$ cat src/rtl/hkr_pkg.sv
package hkr_pkg;

  localparam int unsigned LetterW = 5;
  localparam int unsigned ProdW   = 2 * LetterW;
  localparam logic [LetterW-1:0] Modulus = 5'd26;

  typedef logic [LetterW-1:0] letter_t;
  typedef logic [ProdW-1:0]   prod_t;

  typedef struct packed {
    letter_t plain_00;
    letter_t plain_01;
    letter_t plain_10;
    letter_t plain_11;
    letter_t cipher_00;
    letter_t cipher_01;
    letter_t cipher_10;
    letter_t cipher_11;
  } hkr_operand_t;

  typedef struct packed {
    letter_t key_00;
    letter_t key_01;
    letter_t key_10;
    letter_t key_11;
    logic    not_invertible;
  } hkr_result_t;

  // fold an input value 0..31 into 0..25
  function automatic letter_t to_letter(input letter_t v);
    return (v >= Modulus) ? letter_t'(v - Modulus) : v;
  endfunction

  // residue mod 26 of a value below 1024: reciprocal estimate, one correction
  function automatic letter_t mod26(input prod_t v);
    logic [15:0] est;
    logic [5:0]  q;
    logic [10:0] r;
    est = 16'(v) * 16'd39;
    q   = est[15:10];
    r   = 11'(v) - 11'(q) * 11'(Modulus);
    return (r[5:0] >= 6'(Modulus)) ? letter_t'(r[5:0] - 6'(Modulus)) : letter_t'(r[5:0]);
  endfunction

  // inverse of a residue mod 26, zero where none exists
  function automatic letter_t unit_inverse(input letter_t d);
    letter_t r;
    case (d)
      5'd1:    r = 5'd1;
      5'd3:    r = 5'd9;
      5'd5:    r = 5'd21;
      5'd7:    r = 5'd15;
      5'd9:    r = 5'd3;
      5'd11:   r = 5'd19;
      5'd15:   r = 5'd7;
      5'd17:   r = 5'd23;
      5'd19:   r = 5'd11;
      5'd21:   r = 5'd5;
      5'd23:   r = 5'd17;
      5'd25:   r = 5'd25;
      default: r = 5'd0;
    endcase
    return r;
  endfunction

endpackage

$ cat src/rtl/hill_key_recovery_2x2_mod26_core.sv
// 2x2 hill cipher key recovery mod 26 from one known plaintext/ciphertext pair.
//
// command channel: operand carries the plaintext matrix P and ciphertext
// matrix C. a transaction is taken at a rising edge with start high and busy
// low. busy is always low: the block takes one transaction every cycle.
//
// result channel: result carries the key K = P^-1 * C mod 26 and the
// not_invertible flag; when det(P) has no inverse mod 26 the flag is set and
// the key is zero. done is high for exactly one cycle per result.
//
// pipeline: results come out in order. the eight
// register stages are: input fold, determinant products, determinant residue,
// adjugate scaling products, inverse residues, key products, key product
// residues, and the output sum register; the first loads on the accepting edge.
//
// reset clears every stage valid bit, so no result comes out of a flushed
// transaction. the receiver cannot stall, so the pipeline never holds.
module hill_key_recovery_2x2_mod26_core
  import hkr_pkg::*;
(
  input  logic         clk,
  input  logic         rst,
  input  logic         start,
  output logic         busy,
  input  hkr_operand_t operand,
  output logic         done,
  output hkr_result_t  result
);

  localparam int unsigned Stages = 7;

  logic [Stages-1:0] vld;

  // stage 0: folded letters
  letter_t s0_p00, s0_p01, s0_p10, s0_p11;
  letter_t s0_c00, s0_c01, s0_c10, s0_c11;
  // stage 1: determinant products
  prod_t   s1_pa, s1_pb;
  letter_t s1_p00, s1_p01, s1_p10, s1_p11;
  letter_t s1_c00, s1_c01, s1_c10, s1_c11;
  // stage 2: determinant
  letter_t s2_det;
  letter_t s2_p00, s2_p01, s2_p10, s2_p11;
  letter_t s2_c00, s2_c01, s2_c10, s2_c11;
  // stage 3: adjugate times inverse
  prod_t   s3_m00, s3_m01, s3_m10, s3_m11;
  logic    s3_sing;
  letter_t s3_c00, s3_c01, s3_c10, s3_c11;
  // stage 4: inverse matrix
  letter_t s4_i00, s4_i01, s4_i10, s4_i11;
  logic    s4_sing;
  letter_t s4_c00, s4_c01, s4_c10, s4_c11;
  // stage 5: key products
  prod_t   s5_k00a, s5_k00b, s5_k01a, s5_k01b;
  prod_t   s5_k10a, s5_k10b, s5_k11a, s5_k11b;
  logic    s5_sing;
  // stage 6: product residues
  letter_t s6_k00a, s6_k00b, s6_k01a, s6_k01b;
  letter_t s6_k10a, s6_k10b, s6_k11a, s6_k11b;
  logic    s6_sing;

  letter_t da, db;
  letter_t dinv;

  assign busy = 1'b0;

  function automatic letter_t add26(input letter_t a, input letter_t b);
    logic [LetterW:0] s;
    s = {1'b0, a} + {1'b0, b};
    return (s >= 6'(Modulus)) ? letter_t'(s - 6'(Modulus)) : letter_t'(s);
  endfunction

  assign da   = mod26(s1_pa);
  assign db   = mod26(s1_pb);
  assign dinv = unit_inverse(s2_det);

  always_ff @(posedge clk) begin
    if (rst) begin
      vld  <= '0;
      done <= 1'b0;
    end else begin
      vld  <= {vld[Stages-2:0], start & ~busy};
      done <= vld[Stages-1];
    end
  end

  always_ff @(posedge clk) begin
    s0_p00 <= to_letter(operand.plain_00);
    s0_p01 <= to_letter(operand.plain_01);
    s0_p10 <= to_letter(operand.plain_10);
    s0_p11 <= to_letter(operand.plain_11);
    s0_c00 <= to_letter(operand.cipher_00);
    s0_c01 <= to_letter(operand.cipher_01);
    s0_c10 <= to_letter(operand.cipher_10);
    s0_c11 <= to_letter(operand.cipher_11);

    s1_pa  <= prod_t'(s0_p00) * prod_t'(s0_p11);
    s1_pb  <= prod_t'(s0_p01) * prod_t'(s0_p10);
    s1_p00 <= s0_p00;
    s1_p01 <= s0_p01;
    s1_p10 <= s0_p10;
    s1_p11 <= s0_p11;
    s1_c00 <= s0_c00;
    s1_c01 <= s0_c01;
    s1_c10 <= s0_c10;
    s1_c11 <= s0_c11;

    s2_det <= (da >= db) ? letter_t'(da - db) : letter_t'(da + Modulus - db);
    s2_p00 <= s1_p00;
    s2_p01 <= s1_p01;
    s2_p10 <= s1_p10;
    s2_p11 <= s1_p11;
    s2_c00 <= s1_c00;
    s2_c01 <= s1_c01;
    s2_c10 <= s1_c10;
    s2_c11 <= s1_c11;

    s3_m00  <= prod_t'(s2_p11) * prod_t'(dinv);
    s3_m01  <= prod_t'(Modulus - s2_p01) * prod_t'(dinv);
    s3_m10  <= prod_t'(Modulus - s2_p10) * prod_t'(dinv);
    s3_m11  <= prod_t'(s2_p00) * prod_t'(dinv);
    s3_sing <= (dinv == '0);
    s3_c00  <= s2_c00;
    s3_c01  <= s2_c01;
    s3_c10  <= s2_c10;
    s3_c11  <= s2_c11;

    s4_i00  <= mod26(s3_m00);
    s4_i01  <= mod26(s3_m01);
    s4_i10  <= mod26(s3_m10);
    s4_i11  <= mod26(s3_m11);
    s4_sing <= s3_sing;
    s4_c00  <= s3_c00;
    s4_c01  <= s3_c01;
    s4_c10  <= s3_c10;
    s4_c11  <= s3_c11;

    s5_k00a <= prod_t'(s4_i00) * prod_t'(s4_c00);
    s5_k00b <= prod_t'(s4_i01) * prod_t'(s4_c10);
    s5_k01a <= prod_t'(s4_i00) * prod_t'(s4_c01);
    s5_k01b <= prod_t'(s4_i01) * prod_t'(s4_c11);
    s5_k10a <= prod_t'(s4_i10) * prod_t'(s4_c00);
    s5_k10b <= prod_t'(s4_i11) * prod_t'(s4_c10);
    s5_k11a <= prod_t'(s4_i10) * prod_t'(s4_c01);
    s5_k11b <= prod_t'(s4_i11) * prod_t'(s4_c11);
    s5_sing <= s4_sing;

    s6_k00a <= mod26(s5_k00a);
    s6_k00b <= mod26(s5_k00b);
    s6_k01a <= mod26(s5_k01a);
    s6_k01b <= mod26(s5_k01b);
    s6_k10a <= mod26(s5_k10a);
    s6_k10b <= mod26(s5_k10b);
    s6_k11a <= mod26(s5_k11a);
    s6_k11b <= mod26(s5_k11b);
    s6_sing <= s5_sing;

    // singular plaintext gives a zero key
    result.key_00         <= s6_sing ? '0 : add26(s6_k00a, s6_k00b);
    result.key_01         <= s6_sing ? '0 : add26(s6_k01a, s6_k01b);
    result.key_10         <= s6_sing ? '0 : add26(s6_k10a, s6_k10b);
    result.key_11         <= s6_sing ? '0 : add26(s6_k11a, s6_k11b);
    result.not_invertible <= s6_sing;
  end

  a_latency: assert property (@(posedge clk) disable iff (rst)
    done |-> $past(start, Stages + 1))
    else $error("result without a matching transaction");

  a_singular_zero: assert property (@(posedge clk) disable iff (rst)
    (done && result.not_invertible) |->
      (result.key_00 == '0 && result.key_01 == '0 &&
       result.key_10 == '0 && result.key_11 == '0))
    else $error("singular plaintext with nonzero key");

  a_key_range: assert property (@(posedge clk) disable iff (rst)
    done |-> (result.key_00 < Modulus && result.key_01 < Modulus &&
              result.key_10 < Modulus && result.key_11 < Modulus))
    else $error("key entry out of range");

  a_det_range: assert property (@(posedge clk) disable iff (rst)
    vld[2] |-> (s2_det < Modulus))
    else $error("determinant residue out of range");

  a_reset_flush: assert property (@(posedge clk)
    rst |=> !done)
    else $error("result strobe right after reset");

endmodule
$ cat config.mk
export PLATFORM = sky130hd
export DESIGN_NAME = hill_key_recovery_2x2_mod26_core
export DESIGN_NICKNAME = d
export VERILOG_FILES = /design/src/rtl/hkr_pkg.sv /design/src/rtl/hill_key_recovery_2x2_mod26_core.sv
export SDC_FILE = /design/constraint.sdc
export NUM_CORES = 2
export LEC_CHECK = 0
export BUFFER_PORTS_ARGS = -buffer_cell sky130_fd_sc_hd__buf_2
export CORE_MARGIN = 2
export CORE_UTILIZATION = 50
export CTS_CLUSTER_DIAMETER = 40
export DETAILED_ROUTE_END_ITERATION = 16
export PLACE_DENSITY = 0.72
export SYNTH_ARGS = -nofsm -noshare
export SYNTH_HDL_FRONTEND = slang
export SYNTH_SLANG_ARGS = --single-unit
$ cat constraint.sdc
create_clock -name clk -period 20.9 [get_ports clk]
set_input_delay 1.045 -clock clk [delete_from_list [all_inputs] [get_ports clk]]
set_output_delay 1.045 -clock clk [all_outputs]
set_load 0.05 [all_outputs]
==> flow_summary.yaml <==
logic_synthesis:
  synth.avg_cell_area_um2: 9.68
  synth_cells: 3882
  ys_seq_elements: 398
  synth_xor_area_share_pct: 7.40
  synth-simple-area-share_pct: 8.69
  muxShareOfSynthArea_pct: 0.923
  synth_compound_area_share_pct: 9.89
  yosysWarnings: 0
  synth_adder_area_share_pct: 43.7
  synth_edf_count: 0
  yosysUniqueCellTypes: 67
  synth_top_family_by_area: "adder cells"
  synthFlopType: "dfxtp_1"
  synth_fp_nets: 5022
  async_flop_share_pct: 0
  synth.yosys.seq_area_share_pct: 21.2
  syn_area_um2: 37600
clocking:
  cts_setup_buffers: 0
  cts_tree: "built"
  htree_num_levels: 3
  ctsResizeCount: 0
  clk-insertion-delay-late_ps: 600
  ctsLongestPathBuffers: 3
  cts_buffers: 69
  hold_buffers: 0
  clock_sinks: 398
  cts-root-buf: "clkbuf_16"
  clk_pin_slew_worst_paths_ps: 50
critical_path:
  cp.required_ps: 21370
  r2r_slack_ps: 12580
  slowest_stage: "fa_1"
  reg2regPathDepth: 34
  worst_ep_arrival_time_ps: 8800
  cp-end-kind: "flop"
  timing.rr.start: "s1_pb[4]$_DFF_P_"
  worstPathMaxFanout: 9
  critPathKind: "flop to flop"
  worst_path_most_repeated_cell: "ha_1"
  cp-start-kind: "flop"
  cpPeakStageDelay_ps: 570
  r2r_end: "dinv[2]$_DFF_P_"
place:
  dp_hpwl_mm: 50.3
  gp_congestion: 0.802
  io_buffers: 64
  place_ws_ps: 12510
die:
  core_area_um2: 74400
  rows: 100
  design.portCount: 66
  dieWidth_um: 278
  dieArea_um2: 77300
  die_h_um: 278
  initial_core_util_pct: 50.5
min_path:
  min_to: "s1_c01[0]$_DFF_P_"
  hp-class: "flop to flop"
  holdPathStages: 0
  min_from: "s0_c01[0]$_DFF_P_"
global_routing:
  grt_start_max_net_pins: 25
  grt_antenna_before_repair: 0
  grt_usage_pct: 17.0
  grt_remaining_overflow: 0
  grt_pass1_wl_mm: 112
  grt_pass1_vias: 25300
routing:
  wirelength_mm: 61.6
  drt-pass1-iter-count: 4
  drc_errors: 0
  drtAntennaViolNets: 0
  drtIter0Drc: 587
  vias: 24700
  avgViaCountPerCell: 4.94
  wl_per_cell_um: 12.3
layout:
  drive_above_1_share_pct: 5.44
  syn2layout_area_growth_pct: 9.79
  nets: 5113
  n_antenna_cell: 0
sta:
  fin_crit_sh_pct: 39.8
  clock_skew_ps: 24.0
  fmax_ghz: 0.120
  tightestPinTransition_ps: 1070
  drv_slew: 0
  setup_tns_ps: 0
  setup_violations: 0
  period_minus_slack_ps: 8320
  grt_setup_unrepaired: "no"
  finalHoldViolations: 0
  slew_headroom_pct: 28.5
  worst_slack_ps: 12580
run_status:
  outcome: "completed"
job:
  maxCapViolCount: 0
## layout make-up
class                           count  area (um^2)
Fill cell                        6423        33200
Inverter                          775         2910
Tap cell                          969         1210
Multi-Input combinational cell   2665        26500
Sequential cell                   398         7970
Clock inverter                     47          529
Timing Repair Buffer               64          320
Clock buffer                       76         1790
## critical path, delay by kind of cell (launching register included)
kind / cells / cell delay (ps)
DFF: 1 / 380
and+or+nand+nor: 5 / 460
adders and majority gates: 10 / 3530
buffers and inverters: 3 / 210
muxes: 3 / 800
xor gates and xnor gates: 3 / 650
AOI/OAI and AO/OA: 10 / 2170
## state kept, by name, indices dropped and copies added, names as in the netlist, 7 cells and up
signal	count
s5_k00b	10
s3_m11	10
s5_k00a	10
s5_k01a	10
s5_k11b	10
s5_k11a	10
s3_m10	10
vld	7
s5_k10b	10
s3_m01	10
s3_m00	10
result	21
s1_pb	10
s5_k01b	10
s1_pa	10
s5_k10a	10
## routing by layer
| layer | global-route usage [%] | part of all wire, % | vias up |
|---|---|---|---|
| met4 | 4.78 | 2.1 | 0 |
| li1 | - | - | 12700 |
| met5 | 0 | 0 | - |
| met1 | 21.4 | 46 | 11700 |
| met3 | 2.38 | 2.3 | 91 |
| met2 | 30.3 | 50 | 191 |
## cells in the final DEF (no fill, tap or decap), types with 7 or more instances in the layout
master        n
nand2_1     237
buf_2        64
mux2i_1      14
and2_1      208
xor2_1       68
clkbuf_16    70
clkinv_2      8
ha_1        740
inv_1       775
a41o_1       12
a21o_1      111
nor2b_1      39
nand3_1      16
o211a_1      12
fa_1        357
nor2_1       78
nor3_1       27
a21oi_1     215
o21ai_0      57
o21bai_1     57
nand2b_1      7
or3_1        18
xnor2_1     247
inv_6        13
o21a_1       29
dfxtp_1     398
a21boi_0      9
o31ai_1      17
clkinvlp_4    7
mux2_2       15
## cell families (layout without fill, tap and decap cells)
kind of cell	Yosys count	count (layout)
DFF	398	398
other	1	1
buffers and inverters	819	962
and+or+nand+nor	652	652
adders and majority gates	1097	1097
AOI/OAI and AO/OA	568	568
muxes	31	31
xor gates and xnor gates	316	316
## synthesized netlist by cell type, types with 3 or more instances
| master | count | area (um^2) |
|---|---|---|
| inv_1 | 775 | 2910 |
| ha_1 | 740 | 9260 |
| dfxtp_1 | 398 | 7970 |
| fa_1 | 357 | 7150 |
| xnor2_1 | 247 | 2160 |
| nand2_1 | 237 | 890 |
| a21oi_1 | 215 | 1080 |
| and2_1 | 208 | 1300 |
| a21o_1 | 111 | 833 |
| nor2_1 | 78 | 293 |
| xor2_1 | 68 | 596 |
| o21ai_0 | 57 | 285 |
| o21bai_1 | 57 | 428 |
| clkbuf_1 | 42 | 158 |
| nor2b_1 | 39 | 244 |
| o21a_1 | 29 | 218 |
| nor3_1 | 27 | 135 |
| or3_1 | 18 | 113 |
| o31ai_1 | 17 | 128 |
| nand3_1 | 16 | 80.1 |
| mux2_2 | 15 | 169 |
| mux2i_1 | 14 | 140 |
| a41o_1 | 12 | 120 |
| o211a_1 | 12 | 120 |
| a21boi_0 | 9 | 67.6 |
| nand2b_1 | 7 | 43.8 |
| a2bb2oi_1 | 5 | 43.8 |
| a31oi_1 | 5 | 31.3 |
| nand3b_1 | 5 | 37.5 |
| a211oi_1 | 4 | 30.0 |
| or2_2 | 4 | 25.0 |
| a22oi_1 | 3 | 22.5 |
| and3_1 | 3 | 18.8 |
| o311ai_0 | 3 | 26.3 |
| or3b_2 | 3 | 26.3 |
## worst max-delay path by stage
stage	from	endpoint	slack, ps	cells after the start
global route	s1_pb[4]$_DFF_P_	dinv[2]$_DFF_P_	11990	35
CTS	s1_pb[4]$_DFF_P_	dinv[2]$_DFF_P_	12540	34
detailed placement	s1_pb[4]$_DFF_P_	dinv[2]$_DFF_P_	12510	34
global placement	s1_pb[4]$_DFF_P_	dinv[2]$_DFF_P_	12620	34
finish	s1_pb[4]$_DFF_P_	dinv[2]$_DFF_P_	12580	34
floorplan	s1_pb[4]$_DFF_P_	dinv[2]$_DFF_P_	13240	35
## metrics by stage
stage | utilization, % | hold slack, ps | cell area (um^2) | cells
after floorplan | - | 310 | 37600 | 3882
after global placement | 52.3 | 310 | 38900 | 4871
after detailed placement | 52.3 | 312 | 38900 | 4871
after CTS | 55.4 | 319 | 41200 | 4994
after global routing | 55.4 | 316 | 41200 | 4994
final | 55.4 | 317 | 41200 | 4994
Power is not shown: default switching activity piles up to over one toggle a cycle in this logic, so the estimate is an artifact.
